File: src/design/lphi_pkg.sv
// Shared types and constants for the linear-probe hash insert block.
package lphi_pkg;

    // Fixed field widths
    localparam int unsigned LPHI_KEY_W       = 32;
    localparam int unsigned LPHI_SLOT_W      = 10;
    localparam int unsigned LPHI_LIMIT_W     = 11;

    // Default table geometry and register reset value
    localparam int unsigned LPHI_TABLE_DEPTH = 1024;
    localparam logic [LPHI_LIMIT_W-1:0] LPHI_LIMIT_RESET = LPHI_LIMIT_W'(16);

    // Controller to datapath commands
    typedef struct packed {
        logic load;           // latch a new request, read its home slot
        logic advance;        // step to the next slot and read it
        logic store;          // write the key into the current slot
        logic emit_placed;    // present a placed result
        logic emit_conflict;  // present a conflict result
        logic clear_write;    // zero one table entry during the clear pass
    } lphi_cmd_t;

    // Datapath to controller status
    typedef struct packed {
        logic left_zero;      // probe budget used up
        logic slot_empty;     // slot just read holds zero
        logic clear_last;     // clear pass is on its last entry
    } lphi_status_t;

endpackage

File: src/design/lphi_ctrl.sv
// Controller state machine for the linear-probe hash insert block.
module lphi_ctrl
    import lphi_pkg::*;
(
    input  logic         clk,
    input  logic         rst_n,
    input  logic         start,
    input  lphi_status_t status,
    output lphi_cmd_t    cmd,
    output logic         busy
);

    localparam logic [1:0] S_CLEAR = 2'd0;
    localparam logic [1:0] S_IDLE  = 2'd1;
    localparam logic [1:0] S_CHECK = 2'd2;

    logic [1:0] state_reg;
    logic [1:0] state_next;

    // Next state and commands
    always_comb
    begin
        state_next = state_reg;
        cmd        = '0;
        case (state_reg)
            S_CLEAR:
            begin
                cmd.clear_write = 1'b1;
                if (status.clear_last)
                begin
                    state_next = S_IDLE;
                end
            end
            S_IDLE:
            begin
                if (start)
                begin
                    cmd.load   = 1'b1;
                    state_next = S_CHECK;
                end
            end
            S_CHECK:
            begin
                if (status.left_zero)
                begin
                    cmd.emit_conflict = 1'b1;
                    state_next        = S_IDLE;
                end
                else if (status.slot_empty)
                begin
                    cmd.store       = 1'b1;
                    cmd.emit_placed = 1'b1;
                    state_next      = S_IDLE;
                end
                else
                begin
                    cmd.advance = 1'b1;
                end
            end
            default:
            begin
                state_next = S_IDLE;
            end
        endcase
    end

    // State register; reset starts the clear pass
    always_ff @(posedge clk or negedge rst_n)
    begin
        if (!rst_n)
        begin
            state_reg <= S_CLEAR;
        end
        else
        begin
            state_reg <= state_next;
        end
    end

    assign busy = (state_reg != S_IDLE);

endmodule

File: config.mk
export PLATFORM = sky130hd
export DESIGN_NAME = lphi_ctrl
export DESIGN_NICKNAME = d
export VERILOG_FILES = /design/src/design/lphi_pkg.sv /design/src/design/lphi_ctrl.sv
export SDC_FILE = /design/constraint.sdc
export NUM_CORES = 1
export LEC_CHECK = 0
export BUFFER_PORTS_ARGS = -buffer_cell sky130_fd_sc_hd__buf_2
export CAP_MARGIN = 25
export CELL_PAD_IN_SITES_DETAIL_PLACEMENT = 1
export CELL_PAD_IN_SITES_GLOBAL_PLACEMENT = 1
export CORE_AREA = 3 3 40 42
export CTS_CLUSTER_SIZE = 10
export DETAILED_ROUTE_END_ITERATION = 10
export DIE_AREA = 0 0 43 45
export PLACE_DENSITY = 0.41
export SLEW_MARGIN = 10
export SYNTH_ARGS = -nofsm -noshare
export SYNTH_HDL_FRONTEND = slang
export SYNTH_SLANG_ARGS = --single-unit
File: constraint.sdc
create_clock -name clk -period 1.8 [get_ports clk]
set_input_delay 0 -clock clk [delete_from_list [all_inputs] [get_ports clk]]
set_output_delay 0 -clock clk [all_outputs]
set_load 0.005 [all_outputs]
==> summary.md, run 1 <==
| Metric | Value |
|---|---|
| WL final | `431 um` |
| Required time of the critical path | `1.80 ns` |
| Most frequent cells in the layout | `buf_2 (12), clkbuf_4 (3), nand2b_1 (2), dfrtp_1 (2)` |
| Final nets | `37` |
| Power per cell area | `1310 nW/um^2` |
| Die area | `1940 sq um` |
| Ratio of cells with drive above 1 in the final layout | `58.6%` |
| GRT Total Usage | `5.83%` |
| Total power | `325 uW` |
| RSZ-0062 raised after global routing | `false` |
| Vias in the first global route | `176` |
| Placer Congestion | `0.743` |
| Post-Layout Cell Count | `44` |
| DRT iter0 DRCs | `0` |
| Row count | `13` |
| Vias | `165` |
| Path type of the worst setup path | `reg -> out` |
| Commonest non-fill, non-tap cell in the layout | `buf_2` |
| Pleak | `0.000129 uW` |
| Initial antenna violation count | `0` |
| Area leader, netlist | `dfrtp_1` |
| Port Buffers | `12` |
| Final setup vio count | `0` |
| Die height | `45 um` |
| DR DRC count | `0` |
| Critical Path Fanout Max | `8` |
| Die width | `43 um` |
| CTS Root Cell | `clkbuf_4` |
| CP Data Arrival Time | `1.23 ns` |
| Clock Latency Late Sink | `0.23 ns` |
| Synth top area cells | `dfrtp_1 (35%), nor4b_4 (17%), nand2b_1 (8.7%)` |
| CP startpoint kind | `flip-flop` |
| TNS Setup | `0 ns` |
| Dpl cells | `40` |
| Setup bufs post-CTS | `0` |
| H-tree depth | `1` |
| Post-route ant nets | `0` |
| Post-route cell area | `248 sq um` |
| Largest net degree at the start of global routing | `9` |
| Number of clock sinks | `2` |
| Hold Path Class | `in -> reg` |
| Clock Skews | `0.00372 ns` |
| Max-slew headroom | `78.4%` |
| Slew @ Worst Pin | `0.319 ns` |
| Mapped Cells | `14` |
| DP HPWL | `342 um` |
| First-pass DRT Iterations | `1` |
| Setup crit end kind | `primary output` |
| Max reg flops | `2` |
| Initial Utilization | `11.2%` |
| Cell variety after synth | `12` |
| Fin crit share | `68.3%` |
| Avg Inst Size Synth | `10.3 sq um` |
| Diodes inserted | `0` |
| Grt ovf | `0` |
| Min Hold Slack | `0.0710 ns` |
| F_max | `814 MHz` |
| Final max-slew violation count | `0` |
| Placed cell areas | `215 sq um` |
| Clk slew on worst S/H paths | `0.03 ns` |
| Synthesis-to-layout area growth | `72.2%` |
| MaxCap Viol Count | `0` |
| Filler cells | `156` |
| Peak supply drop | `0.286 mV` |
| Status | `finished, final reports clean` |
| Post-synthesis sequential area ratio | `34.8%` |
| Synthesis-stage register bit count | `2` |
| Number of vias per cell | `3.75` |
| Routed len/inst | `9.80 um` |
| CTS tree | `built` |
| Yosys warnings | `0` |
| Hold Vio Cnt, Final | `0` |
| TritonCTS Buffers | `3` |
| First-pass GRT wire length | `765 um` |
| Minimum clock period | `1.23 ns` |
| Post-synth top area share | `34.8%` |
| Post-synth net total | `20` |
| Io pins | `13` |
| Max clock buf depth | `2` |
| Core area | `1280 sq um` |
| Post-Syn Area | `144 sq um` |
==> cell families after synthesis <==
group	synth area share (%)
flip-flops	34.8
AND/OR/NAND/NOR	53.0
AO/OA/AOI/OAI	4.35
buffers and inverters	7.83
==> metal layers <==
layer | up-vias | share of wire, % | global-route usage [%]
met3 | 0 | 20 | 3.98
met1 | 72 | 49 | 6.75
li1 | 80 | - | -
met4 | 0 | 0 | 7.23
met2 | 13 | 31 | 5.99
met5 | - | 0 | 0
==> per-stage QoR <==
stage                     utilization, %  setup WS [ns]
after floorplan                        -          0.749
after global placement              16.7          0.777
after detailed placement            16.7          0.759
after CTS                           19.3          0.541
after global routing                19.3          0.439
final                               19.3          0.571
==> layout make-up <==
type | count | area (sq um) | share of cell area (%)
Multi-Input combinational cell | 10 | 82.6 | 33.3
Timing Repair Buffer | 13 | 70.1 | 28.3
Sequential cell | 2 | 50.0 | 20.2
Clock buffer | 3 | 22.5 | 9.09
Tap cell | 15 | 18.8 | 7.58
Inverter | 1 | 3.75 | 1.52
==> power breakdown <==
group          switching, uW  total, uW  internal (uW)  leakage (uW)
Combinational           53.8        123           69.3     0.0000907
Sequential              35.7        101           64.9     0.0000243
Clock                   27.9        102           73.8     0.0000138
==> critical path: stages, from the launching register on <==
cell and delay, ns:
dfrtp_1 0.46, nor4b_1 0.37, buf_2 0.18
==> synthesized netlist by cell type (all sizes together) <==
| cell type | n |
|---|---|
| dfrtp | 2 |
| nor4b | 2 |
| nand2b | 2 |
| inv | 1 |
| or2 | 1 |
| buf | 1 |
| and3b | 1 |
| nand2 | 1 |
| nor3b | 1 |
| nor2 | 1 |
| a31oi | 1 |
==> worst paths after layout <==
kind                         startpoint      endpoint  slack (ns)  cells after the start
min reg2reg                state_reg[1]  state_reg[0]        0.66                      2
min in group asynchronous         rst_n  state_reg[1]        0.09                      2
max reg2reg                state_reg[0]  state_reg[1]        0.76                      2
max                        state_reg[0]        cmd[3]        0.57                      2
max in group asynchronous         rst_n  state_reg[0]        1.61                      2
min                           status[0]  state_reg[0]        0.07                      3
==> timing repair <==
action | CTS | global route
hold endpoints to repair | 2 | 0
hold buffers | 1 | 0
gates resized for setup | 0 | 0
Note: power is estimated with default switching activity, not from simulation.
==> run 2: changes to the inputs <==
- ABC_AREA: default -> 1
- PLACE_DENSITY: 0.41 -> 0.45
- clock period: 1.8 -> 1.04 ns (I/O delays scaled with it)
==> run 2 against run 1 <==
Sequential cell count stayed put. Utilization is 1.5 points higher. Routed wire length is 8.8% higher. Critical endpoint unchanged. Sequential share of layout area is 1.4 points lower. Highest routed layer unchanged. Count of clock-buffer cells in the layout stayed put. Worst hold slack better by 0.014 ns. Critical path type unchanged. Sequential power is 45% higher. Power is 76% higher. Combinational power is 110% higher.
==> summary.md, run 2 <==
| Metric | Value |
|---|---|
| Clock Latency Late Sink | `0.23 ns` |
| Mapped Cells | `22` |
| Filler cells | `160` |
| Power per cell area | `2150 nW/um^2` |
| Routed len/inst | `8.85 um` |
| Post-synth net total | `28` |
| Required time of the critical path | `1.04 ns` |
| CP max stage delay | `0.41 ns` |
| DP HPWL | `390 um` |
| First-pass DRT Iterations | `3` |
| Post-synth EDFFs | `0` |
| Top_reg_cell synth | `dfrtp_1` |
| DRT iter0 DRCs | `1` |
| Post-Layout Cell Count | `53` |
| Reg2reg setup slack | `0.09 ns` |
| Die height | `45 um` |
| Commonest non-fill, non-tap cell in the layout | `buf_2` |
| Combinational fraction of design power | `44.1%` |
| Post-synth top area share | `33.9%` |
| Largest net degree at the start of global routing | `4` |
| Post-Syn Area | `148 sq um` |
| CTS tree | `built` |
| MaxCap Viol Count | `0` |
| Setup crit end kind | `primary output` |
| Post-synthesis sequential area ratio | `33.9%` |
| Number of clock sinks | `2` |
| Path type of the worst setup path | `reg -> out` |
| Final setup vio count | `0` |
| GRT Total Usage | `5.91%` |
| Post-route ant nets | `0` |
| TritonCTS Buffers | `3` |
| Synthesis-to-layout area growth | `80.5%` |
| Max clock buf depth | `2` |
| Synthesis-stage register bit count | `2` |
| Max-slew headroom | `89.0%` |
| Switching Share | `39.1%` |
| Final nets | `46` |
| Worst Reg-to-Reg Cells | `5` |
| CP startpoint kind | `flip-flop` |
| Core area | `1280 sq um` |
| Die width | `43 um` |
| Die area | `1940 sq um` |
| Most frequent cells in the layout | `buf_2 (12), inv_1 (4), nand2_1 (3), nor2_1 (3), clkbuf_4 (3)` |
| Hold Vio Cnt, Final | `0` |
| Synth top area cells | `dfrtp_1 (34%), inv_1 (15%), nor2_1 (10%)` |
| Vias in the first global route | `233` |
| Yosys warnings | `0` |
| Cell variety after synth | `9` |
| Clk slew on worst S/H paths | `0.03 ns` |
| Area leader, netlist | `dfrtp_1` |
| Post-place setup slack | `0.187 ns` |
| H-tree depth | `1` |
| Asr flop ratio synth | `100%` |
| CP max-delay cell | `dfrtp_1` |
| Hold Path Class | `in -> async` |
| Port Buffers | `12` |
| First-pass GRT wire length | `779 um` |
| Placer Congestion | `0.691` |
| Io pins | `13` |
| Psw | `224 uW` |
| Internal power | `349 uW` |
| F_max | `980 MHz` |
| Number of vias per cell | `3.51` |
| Fin crit share | `98.2%` |
| Min Hold Slack | `0.0851 ns` |
| Ratio of cells with drive above 1 in the final layout | `63.2%` |
| Most common cell in the netlist | `inv_1` |
| Initial antenna violation count | `0` |
| CP Data Arrival Time | `1.02 ns` |
| Peak supply drop | `0.646 mV` |
| Slew @ Worst Pin | `0.164 ns` |
| Dpl cells | `48` |
| Row count | `13` |
| CP cell instances | `nor2_4 -> inv_2 -> nor2_2 -> buf_2` |
| Critical Path Fanout Max | `3` |
| DR DRC count | `0` |
| WL final | `469 um` |
| Clock Skews | `0.000935 ns` |
| Diodes inserted | `0` |
| Max reg flops | `2` |
| Clk pwr share | `30.4%` |
| Vias | `186` |
| Minimum clock period | `1.02 ns` |
| Flop pwr share | `25.6%` |
| RSZ-0062 raised after global routing | `true` |
| Final max-slew violation count | `0` |
| Initial Utilization | `11.5%` |
| Final setup margin | `0.0191 ns` |
| Avg Inst Size Synth | `6.71 sq um` |
| Status | `finished, final reports clean` |
| Top post-synthesis cells by count | `inv_1 (6), nor2_1 (4), nand2_1 (3)` |
| CTS Root Cell | `clkbuf_4` |
| Pleak | `0.000162 uW` |
| Grt ovf | `0` |
==> run 2: cell types whose count changed in the layout (fill, tap and decap cells not counted), moves of 2 or more <==
cell      change
inv_1         +3
inv_2         +2
nand2_1       +2
nand2_2       +2
nand2b_1      -2
nor2_1        +2
nor2_2        +2
nor2_4        +2
==> run 2: worst paths after layout <==
path                         startpoint            to
min reg2reg                state_reg[1]  state_reg[1]
min in group clk                  start  state_reg[1]
max reg2reg                state_reg[0]  state_reg[0]
max in group asynchronous         rst_n  state_reg[0]
min                               rst_n  state_reg[1]
max                        state_reg[0]        cmd[3]
==> run 2: layout make-up <==
class	instances	area, sq um	share of cell area [%]
tap	15	18.8	7.04
inverter	6	22.5	8.45
timing repair buffer	14	77.6	29.1
multi-input combinational	13	75.1	28.2
clock buffer	3	22.5	8.45
sequential	2	50.0	18.8
==> run 2: logic make-up after synthesis <==
kind of cell | share of synthesized area, %
AO/OA/AOI/OAI | 3.39
buffers and inverters | 20.3
AND/OR/NAND/NOR | 42.4
flip-flops | 33.9
==> run 2: worst max-delay path: cells and delay by family (launching register included) <==
kind / cells / cell delay, ns
buffers and inverters: 2 / 0.17
and+or+nand+nor: 2 / 0.22
DFF: 1 / 0.41
==> run 2: repair_timing <==
item,4_1_cts,5_1_grt
setup endpoints to repair,2,5
gates resized for setup,4,0
buffers inserted,0,1
hold buffers,1,0
hold endpoints to repair,2,0
pin swaps,2,3
==> run 2: routing by layer <==
metal | part of all wire (%) | routed length, um | track usage [%]
met1 | 34 | 161 | 4.57
met2 | 51 | 237 | 10.8
met3 | 15 | 69 | 1.59
met4 | 0 | 0 | 7.23
met5 | 0 | 0 | 0
==> run 2: power groups by stage <==
stage / sequential (uW) / combinational (uW) / clock [uW]
2_1_floorplan: 135 / 145 / 0
3_3_place_gp: 138 / 228 / 0
3_5_place_dp: 139 / 236 / 0
4_1_cts: 148 / 256 / 186
5_1_grt: 153 / 291 / 185
6_report: 146 / 253 / 174
==> run 2: stage by stage <==
step	TNS (ns)	utilization [%]	power [uW]	instance area, sq um
after CTS	-0.0100	20.2	591	259
after detailed placement	0	17.0	375	219
after floorplan	0	-	280	148
final	0	20.7	573	267
after global routing	-0.208	20.7	629	267
after global placement	0	17.0	365	219
==> run 3: changes to the inputs <==
- BUFFER_PORTS_ARGS: -buffer_cell sky130_fd_sc_hd__buf_2 -> default
- DONT_BUFFER_PORTS: default -> 1
- PLACE_DENSITY: 0.45 -> 0.31
==> run 3 against run 2 <==
Fmax up 7.9%. Critical endpoint is now cmd[5]. Power down 5.8%. Largest cell class is now multi-input gates. Global-route usage down 0.75 points. Cell area down 12%. Setup slack better by 0.075 ns. Clock power down 3%. Count of clock-buffer cells in the layout unchanged. Register-to-register slack better by 0.07 ns. Die area unchanged. Utilization down 2.5 points.
==> summary.md, run 3 (same netlist as run 2, synthesis figures left out) <==
| Metric | Value |
|---|---|
| Commonest non-fill, non-tap cell in the layout | `inv_1` |
| Worst path depth | `3` |
| Peak supply drop | `0.519 mV` |
| Ratio of cells with drive above 1 in the final layout | `42.9%` |
| Initial antenna violation count | `0` |
| Hold Vio Cnt, Final | `0` |
| Vias | `160` |
| Clock Skews | `0.00336 ns` |
| Clk slew on worst S/H paths | `0.03 ns` |
| Path type of the worst setup path | `reg -> out` |
| Critical Path Fanout Max | `3` |
| Required time of the critical path | `1.04 ns` |
| CP Data Arrival Time | `0.95 ns` |
| Hold Path Class | `in -> async` |
| Total power | `540 uW` |
| First-pass DRT Iterations | `1` |
| Met2 WL | `184 um` |
| Flop pwr share | `27.1%` |
| CP max stage delay | `0.37 ns` |
| TNS Setup | `0 ns` |
| Combinational fraction of design power | `41.7%` |
| Slew @ Worst Pin | `0.177 ns` |
| Port Buffers | `0` |
| Number of vias per cell | `3.72` |
| GRT Total Usage | `5.16%` |
| Routed len/inst | `9.79 um` |
| Power per cell area | `2310 nW/um^2` |
| Final nets | `36` |
| Fin crit share | `91.0%` |
| Placer Congestion | `0.591` |
| Internal power | `323 uW` |
| Setup bufs post-CTS | `0` |
| Max clock buf depth | `2` |
| RSZ-0062 raised after global routing | `false` |
| CP top delay family | `flip-flops` |
| Min Hold Slack | `0.00886 ns` |
| Max Used Layer | `met4` |
| Psw | `217 uW` |
| WL final | `421 um` |
| Die width | `43 um` |
| CP max-delay cell | `dfrtp_1` |
| Io pins | `13` |
| Post-route ant nets | `0` |
| Max reg flops | `2` |
| Setup crit end kind | `primary output` |
| DRT iter0 DRCs | `0` |
| Clock Latency Late Sink | `0.22 ns` |
| Final max-slew violation count | `0` |
| Vias in the first global route | `159` |
| CTS tree | `built` |
| Diodes inserted | `0` |
| Max-slew headroom | `88.2%` |
| Worst Reg-to-Reg Cells | `4` |
| F_max | `1060 MHz` |
| Grt ovf | `0` |
| Wl on met1 | `158 um` |
| Final setup vio count | `0` |
| Buf+Inv Stages, Crit Path | `1` |
| DP HPWL | `334 um` |
| CTS Root Cell | `clkbuf_4` |
| Clk pwr share | `31.2%` |
| DR DRC count | `0` |
| Met3 Wirelength | `72 um` |
| Pleak | `0.000117 uW` |
| Initial Utilization | `11.5%` |
| Synthesis-to-layout area growth | `58.5%` |
| TritonCTS Buffers | `3` |
| Core area | `1280 sq um` |
| Minimum clock period | `0.946 ns` |
| H-tree depth | `1` |
| Die area | `1940 sq um` |
| CP cell instances | `inv_1 -> nand2_2 -> nor2_4` |
| First-pass GRT wire length | `627 um` |
| Status | `finished, final reports clean` |
| Largest net degree at the start of global routing | `4` |
| Die height | `45 um` |
| MaxCap Viol Count | `0` |
| Row count | `13` |
| Number of clock sinks | `2` |
| Most frequent cells in the layout | `inv_1 (5), nand2_1 (3), nor2_4 (3), clkbuf_4 (3), dlygate4sd3_1 (3)` |
| CP startpoint kind | `flip-flop` |
| Switching Share | `40.2%` |
## run 3: cell count changes in the layout (fill, tap and decap cells not counted)
| cell | delta |
|---|---|
| inv_1 | +1 |
| inv_2 | -1 |
| nor2_4 | +1 |
| nor2_1 | -1 |
| dlygate4sd3_1 | +2 |
| buf_2 | -12 |
## run 3: final timing paths
| check | from | end | slack [ns] |
|---|---|---|---|
| max | state_reg[1] | cmd[5] | 0.09 |
| min in group clk | status[2] | state_reg[1] | 0.01 |
| min | rst_n | state_reg[0] | 0.009 |
| max reg2reg | state_reg[1] | state_reg[0] | 0.16 |
| max in group asynchronous | rst_n | state_reg[1] | 0.90 |
| min reg2reg | state_reg[1] | state_reg[0] | 0.62 |
## run 3: through the flow
stage | cells | cell area, sq um | worst slack (ns) | utilization, %
2_1_floorplan | 22 | 148 | 0.196 | -
3_3_place_gp | 37 | 166 | 0.170 | 13.0
3_5_place_dp | 37 | 166 | 0.168 | 13.0
4_1_cts | 43 | 221 | 0.0149 | 17.2
5_1_grt | 43 | 234 | 0.0216 | 18.2
6_report | 43 | 234 | 0.0936 | 18.2
## run 3: cell type report
class                           count  area [sq um]
Fill cell                         161          1050
Multi-Input combinational cell     13          82.6
Sequential cell                     2          50.0
Timing Repair Buffer                4          37.5
Clock buffer                        3          22.5
Inverter                            6          22.5
Tap cell                           15          18.8
## run 3: metal layers
layer / GRT usage [%] / vias up
met5: 0 / -
met1: 4.33 / 71
met3: 4.78 / 2
met4: 7.23 / 0
met2: 5.99 / 11
li1: - / 76
## run 3: worst register-to-register path, stage by stage (launching register included)
cell and delay [ns]:
dfrtp_1 0.37, inv_1 0.12, nand2_2 0.11, nor2_4 0.13, nor2_2 0.05
## run 3: power groups by stage
stage	combinational (uW)	clock, uW	sequential [uW]
final	225	168	146
after global routing	254	192	151
after CTS	211	181	138
after detailed placement	198	0	139
after global placement	194	0	137
after floorplan	145	0	135
## run 3: repair_timing
action / CTS / global route
setup endpoints to repair: 2 / 3
gates resized for setup: 1 / 4
pin swaps: 0 / 1
endpoints found under the hold margin: 3 / 0
cloned: 0 / 0
hold buffers: 3 / 0
